**config.mk**
```make
export PLATFORM = sky130hd
export DESIGN_NAME = mdf_mulmod
export DESIGN_NICKNAME = d
export VERILOG_FILES = /design/src/modular_division_fermat_assert.svh /design/src/mdf_pkg.sv /design/src/mdf_mulmod.sv
export SDC_FILE = /design/constraint.sdc
export NUM_CORES = 2
export LEC_CHECK = 0
export BUFFER_PORTS_ARGS = -buffer_cell sky130_fd_sc_hd__buf_2
export CELL_PAD_IN_SITES_DETAIL_PLACEMENT = 1
export CELL_PAD_IN_SITES_GLOBAL_PLACEMENT = 2
export CORE_MARGIN = 2
export CORE_UTILIZATION = 45
export CTS_CLUSTER_DIAMETER = 80
export DETAILED_ROUTE_END_ITERATION = 16
export GPL_TIMING_DRIVEN = 0
export PLACE_DENSITY = 0.94
export REMOVE_ABC_BUFFERS = 1
export SLEW_MARGIN = 0
export SYNTH_ARGS = -nofsm -noshare
export SYNTH_HDL_FRONTEND = slang
export SYNTH_SLANG_ARGS = --single-unit
export TNS_END_PERCENT = 1
```
**constraint.sdc**
```tcl
create_clock -name clk -period 16.6 [get_ports clk]
set_clock_uncertainty 0.05 [all_clocks]
set_input_delay 3.32 -clock clk [delete_from_list [all_inputs] [get_ports clk]]
set_output_delay 3.32 -clock clk [all_outputs]
set_load 0.01 [all_outputs]
```
**src/modular_division_fermat_assert.svh**
```systemverilog
// Assertion macros for the modular division block.
// Used by the top level only; needs clk and rst in the enclosing scope.
`ifndef MODULAR_DIVISION_FERMAT_ASSERT_SVH
`define MODULAR_DIVISION_FERMAT_ASSERT_SVH

// Same-cycle implication, held off during reset.
`define MDF_ASSERT_NOW(lbl, ante, cons, msg) \
  lbl: assert property (@(posedge clk) disable iff (rst) (ante) |-> (cons)) \
    else $error(msg);

// Next-cycle implication, held off during reset.
`define MDF_ASSERT_NEXT(lbl, ante, cons, msg) \
  lbl: assert property (@(posedge clk) disable iff (rst) (ante) |=> (cons)) \
    else $error(msg);

`endif

```
**src/mdf_pkg.sv**
```systemverilog
// Constants shared by the modular division block.
// No dependencies.
package mdf_pkg;
  localparam logic [29:0] MODP    = 30'd998244353;
  localparam logic [31:0] MODP_X2 = 32'd1996488706;
  localparam logic [29:0] EXP     = 30'd998244351;
  localparam int          STEPS   = 30;
  localparam int          MUL_LAT = 4;
  // Barrett factor floor(2^60 / MODP), 31 bits.
  localparam logic [30:0] MU      = 31'((64'd1 << 60) / 64'd998244353);
endpackage

```
**src/mdf_mulmod.sv**
```systemverilog
// Four-stage pipelined a*b mod MODP using Barrett reduction.
// Depends on mdf_pkg.
module mdf_mulmod (
  input  logic        clk,
  input  logic        en,
  input  logic [29:0] a,
  input  logic [29:0] b,
  output logic [29:0] r
);
  logic [59:0] prod1;
  logic [61:0] q2;
  logic [31:0] lo2;
  logic [31:0] lo3;
  logic [31:0] t3;
  logic [31:0] rem;

  assign rem = lo3 - t3;

  always_ff @(posedge clk) begin
    if (en) begin
      prod1 <= {30'd0, a} * {30'd0, b};
      q2    <= {31'd0, prod1[59:29]} * {31'd0, mdf_pkg::MU};
      lo2   <= prod1[31:0];
      t3    <= {1'b0, q2[61:31]} * {2'b0, mdf_pkg::MODP};
      lo3   <= lo2;
      // Barrett estimate is short by at most two multiples.
      if (rem >= mdf_pkg::MODP_X2) begin
        r <= 30'(rem - mdf_pkg::MODP_X2);
      end else if (rem >= {2'b0, mdf_pkg::MODP}) begin
        r <= 30'(rem - {2'b0, mdf_pkg::MODP});
      end else begin
        r <= rem[29:0];
      end
    end
  end
endmodule

```
Word-level counts from Yosys, hierarchy flattened
Cells that the tools add are included.
{"block": "word_totals", "output_inout_bits": 30, "wordCells": 16, "in_bits": 62, "ff_bits": 248}
{"block": "op_classes", "mux": 2, "multipliers": 3, "add_sub_neg": 3, "n_lt_le_gt_ge": 2}
{"cell": "$mul 31x31->62 const B", "n": 1}
{"cell": "$mul 30x30->60", "n": 1}
{"cell": "$mux 30", "n": 2}
{"cell": "$sub 30x30->30 const B", "n": 2}
{"cell": "$ge 32x30->1 const B", "n": 1}
{"cell": "$ge 32x31->1 const B", "n": 1}
{"cell": "$mul 31x30->32 const B", "n": 1}
{"cell": "$sub 32x32->32", "n": 1}

Logic depth before layout (Yosys ltp)
{"block": "depth", "ltp_word": 4, "depth_mapped": 32, "ltp_nobuf": 30}

Least setup slack after synthesis
No wires, ideal clock.
{"block": "synth_timing", "path_kind": "input -> register", "startpoint": "input port b[5]", "endpoint": "register prod1[59] (data pin)", "setup_time_ps": 260, "slack_ps": 5668, "n_path_buf": 1, "cell_stages": 27, "required_ps": 16290, "t_arrival_ps": 10622, "cell_sequence": "clkbuf_1 -> and2_1 -> fa_1 -> fa_1 -> fa_1 -> inv_1 -> fa_1 -> inv_1 -> fa_1 -> fa_1 -> fa_1 -> inv_1 -> fa_1 -> inv_1 -> ha_1 -> and3_1 -> and2_1 -> nand4_1 -> o21ai_0 -> a41oi_1 -> a2111o_1 -> a31oi_1 -> a31oi_1 -> o31ai_1 -> a221o_1 -> a21oi_1 -> xnor2_1"}
{"block": "synth_between", "elab_chain_cells": 1}
{"item": "from (decl)", "line_no": "mdf_mulmod.sv:7", "source": "input logic [29:0] b,"}
{"item": "$mul 30x30->60", "line_no": "mdf_mulmod.sv:21", "source": "prod1 <= {30'd0, a} * {30'd0, b};"}
{"item": "to (signal assigned)", "line_no": "mdf_mulmod.sv:21"}
{"item": "to (decl)", "line_no": "mdf_mulmod.sv:10", "source": "logic [59:0] prod1;"}
Every way passes these cells.
A chain may end at the register's enable or synchronous reset.

Worst setup path after layout
{"block": "layout_timing", "startpoint": "input port a[17]", "endpoint": "register prod1[59] (data pin)"}
{"block": "layout_between", "elab_chain_cells": 1}
{"item": "from (decl)", "line_no": "mdf_mulmod.sv:6", "source": "input logic [29:0] a,"}
{"item": "$mul 30x30->60", "line_no": "mdf_mulmod.sv:21"}
Every way passes these cells.

==> qor.txt <==
CTS Sinks = 217
Final setup viols = 0
Worst setup EP type = flip-flop
Final #Nets = 6970
CP Data Arrival Time = 12430 ps
Sequential share of the synthesized area = 12.4%
Share of cells above drive strength 1 = 3.33%
Hold Fails Final Rpt = 0
EDFF count, synth = 217
Max-cap violations = 0
Htree depth = 1
Commonest non-fill, non-tap cell in the layout = inv_1
HPWL after DPL = 112 mm
F_max = 82.1 MHz
Top FF cell, synth = edfxtp_1
Setup bufs post-CTS = 0
Clock transition at path regs = 60 ps
Critical Path Fanout Max = 30
Largest family of logic cells by synthesized area = adder cells
Period utilisation layout = 73.4%
Initial antenna violation count = 2
Port bufs = 91
Total GRT Usage = 24.2%
Startpoint types = input pin
Synth cell types = 93
CTS buffer count = 25
Worst Path Required = 16860 ps
RSZ-0062 raised after global routing = false
Via count = 35675
Routed length per instance = 20.9 microns
# DRC = 0
Most frequent cells in the layout = inv_1 (1265), fa_1 (1048), ha_1 (715)
Core footprint = 0.116 sq mm
FF+latch count, synth = 217
CTS tree = built
I/O Pins = 92
Final setup TNS = 0 ps
Gr ovfl total = 0
P&R area growth vs syn = 4.54%
Post-route antenna net violation count = 0
Worst slew margin = 24.8%
Vias in the first global route = 41966
Clock Path Buffers = 3
Initial drt markers = 1748
Largest net degree at the start of global routing = 136
YS warnings = 0
Fin crit period = 12180 ps
Initial Utilization = 45.3%
Die height = 346 microns
Clock Tree Root = clkbuf_16
Status = complete, no violations
Synthesized area per cell = 10.0 sq um
Hold Crit Class = reg -> reg
First-pass GRT wire length = 228 mm
Clk Latency, worst-skew pair = 570 ps
Synth Area in Compound Gates = 5.30%
DRT Pass-1 Iters = 7
# resized after CTS = 0
Die area = 0.119 sq mm
Cells after synthesis = 5229
Die width = 346 microns
Xor-xnor portion of the synthesized cell area = 2.65%
Crit path kind = in -> reg
Hold_buf cts = 0
Mux contribution to synthesized area = 0.0787%
Synthesized area = 0.0525 sq mm
Post-Synth Simple-Gate Area = 12.0%
Adder-cell share of the synthesized area = 57.0%
Final Wtd Congestion = 0.853
Post-Route WL = 140 mm
Reg2reg setup slack = 7240 ps
Worst-Margin Slew = 1110 ps
Placed cell count = 6642
Vias per cell = 5.33
Final slew viol count = 0
Final Instance Count excl. Fillers = 6690
Site row count = 125
Ys async rst share = 0%
worst max-delay path, stage by stage:
cell	delay, ps
buf_2	710
and2_1	260
fa_1	440
fa_1	490
fa_1	530
inv_1	50
fa_1	470
inv_1	50
fa_1	490
fa_1	530
fa_1	500
inv_1	50
fa_1	490
inv_1	50
ha_1	370
and3_1	250
and2_1	190
nand4_1	100
o21ai_0	390
a41oi_1	460
a2111o_1	570
a31oi_1	380
a31oi_1	240
o31ai_1	570
a221o_1	230
a21oi_1	70
xnor2_1	130
registers in the layout (all words and copies together), names as in the netlist:
| name | count |
|---|---|
| lo3 | 32 |
| t3 | 32 |
| lo2 | 31 |
| prod1 | 60 |
| q2 | 32 |
| r | 30 |
routing by layer:
metal  vias up  GRT usage [%]  wire, microns
met1     18754           30.8          58700
met3       258           3.33           7120
met4         0           7.44           4550
met2       860           42.8          69700
li1      15803              -              -
met5         -              0              0
synthesized netlist by cell type, drive strengths merged (12+ instances only):
cell type / number / share of area [%]
nor3: 22 / 0.21
ha: 715 / 17
nor2b: 16 / 0.19
xnor2: 106 / 1.8
inv: 1265 / 9.0
a31oi: 15 / 0.21
buf: 12 / 0.17
o21a: 12 / 0.17
nor2: 64 / 0.46
fa: 1048 / 40
nand4: 20 / 0.25
nand2: 469 / 3.4
a21oi: 119 / 1.2
a21o: 76 / 1.1
edfxtp: 217 / 12
clkbuf: 191 / 1.4
nand3: 37 / 0.38
and2: 515 / 6.1
xor2: 50 / 0.87
o21bai: 17 / 0.25
and3: 16 / 0.20
o21ai: 63 / 0.60
nand2b: 20 / 0.24
a211oi: 17 / 0.25
worst paths after layout:
kind	endpoint	depth (start not counted)	from
worst max-delay path	prod1[59]	27	a[17]
worst min register to register	lo3[6]	0	lo2[6]
worst min-delay path	lo3[6]	0	lo2[6]
worst max register to register	q2[59]	27	prod1[42]
through the flow:
stage	cell area [sq um]	worst slack (ps)	util, %	hold slack (ps)
global route	54900	4010	47.4	376
CTS	54900	4500	47.4	364
detailed placement	54100	3860	46.7	356
global placement	54000	4090	46.6	351
finish	54900	4420	47.4	365
floorplan	51700	5830	-	350
area by class of cell:
cell class	count	area (sq um)
diodes	3	7.51
clock buffers	27	633
clock inverters	18	161
fillers	12835	61000
inverters	1265	4750
multi-input cells	3544	40400
flip-flops and latches	217	6520
well taps	1524	1910
repair buffers	92	493
kinds of logic after synthesis:
kind of cell / after synthesis
AOI/OAI and AO/OA: 406
DFF: 217
and+or+nand+nor: 1215
adders and majority gates: 1763
buffers and inverters: 1468
muxes: 4
xor gates and xnor gates: 156
Power is not shown: default switching activity piles up to over one toggle a cycle in this logic, so the estimate is an artifact.
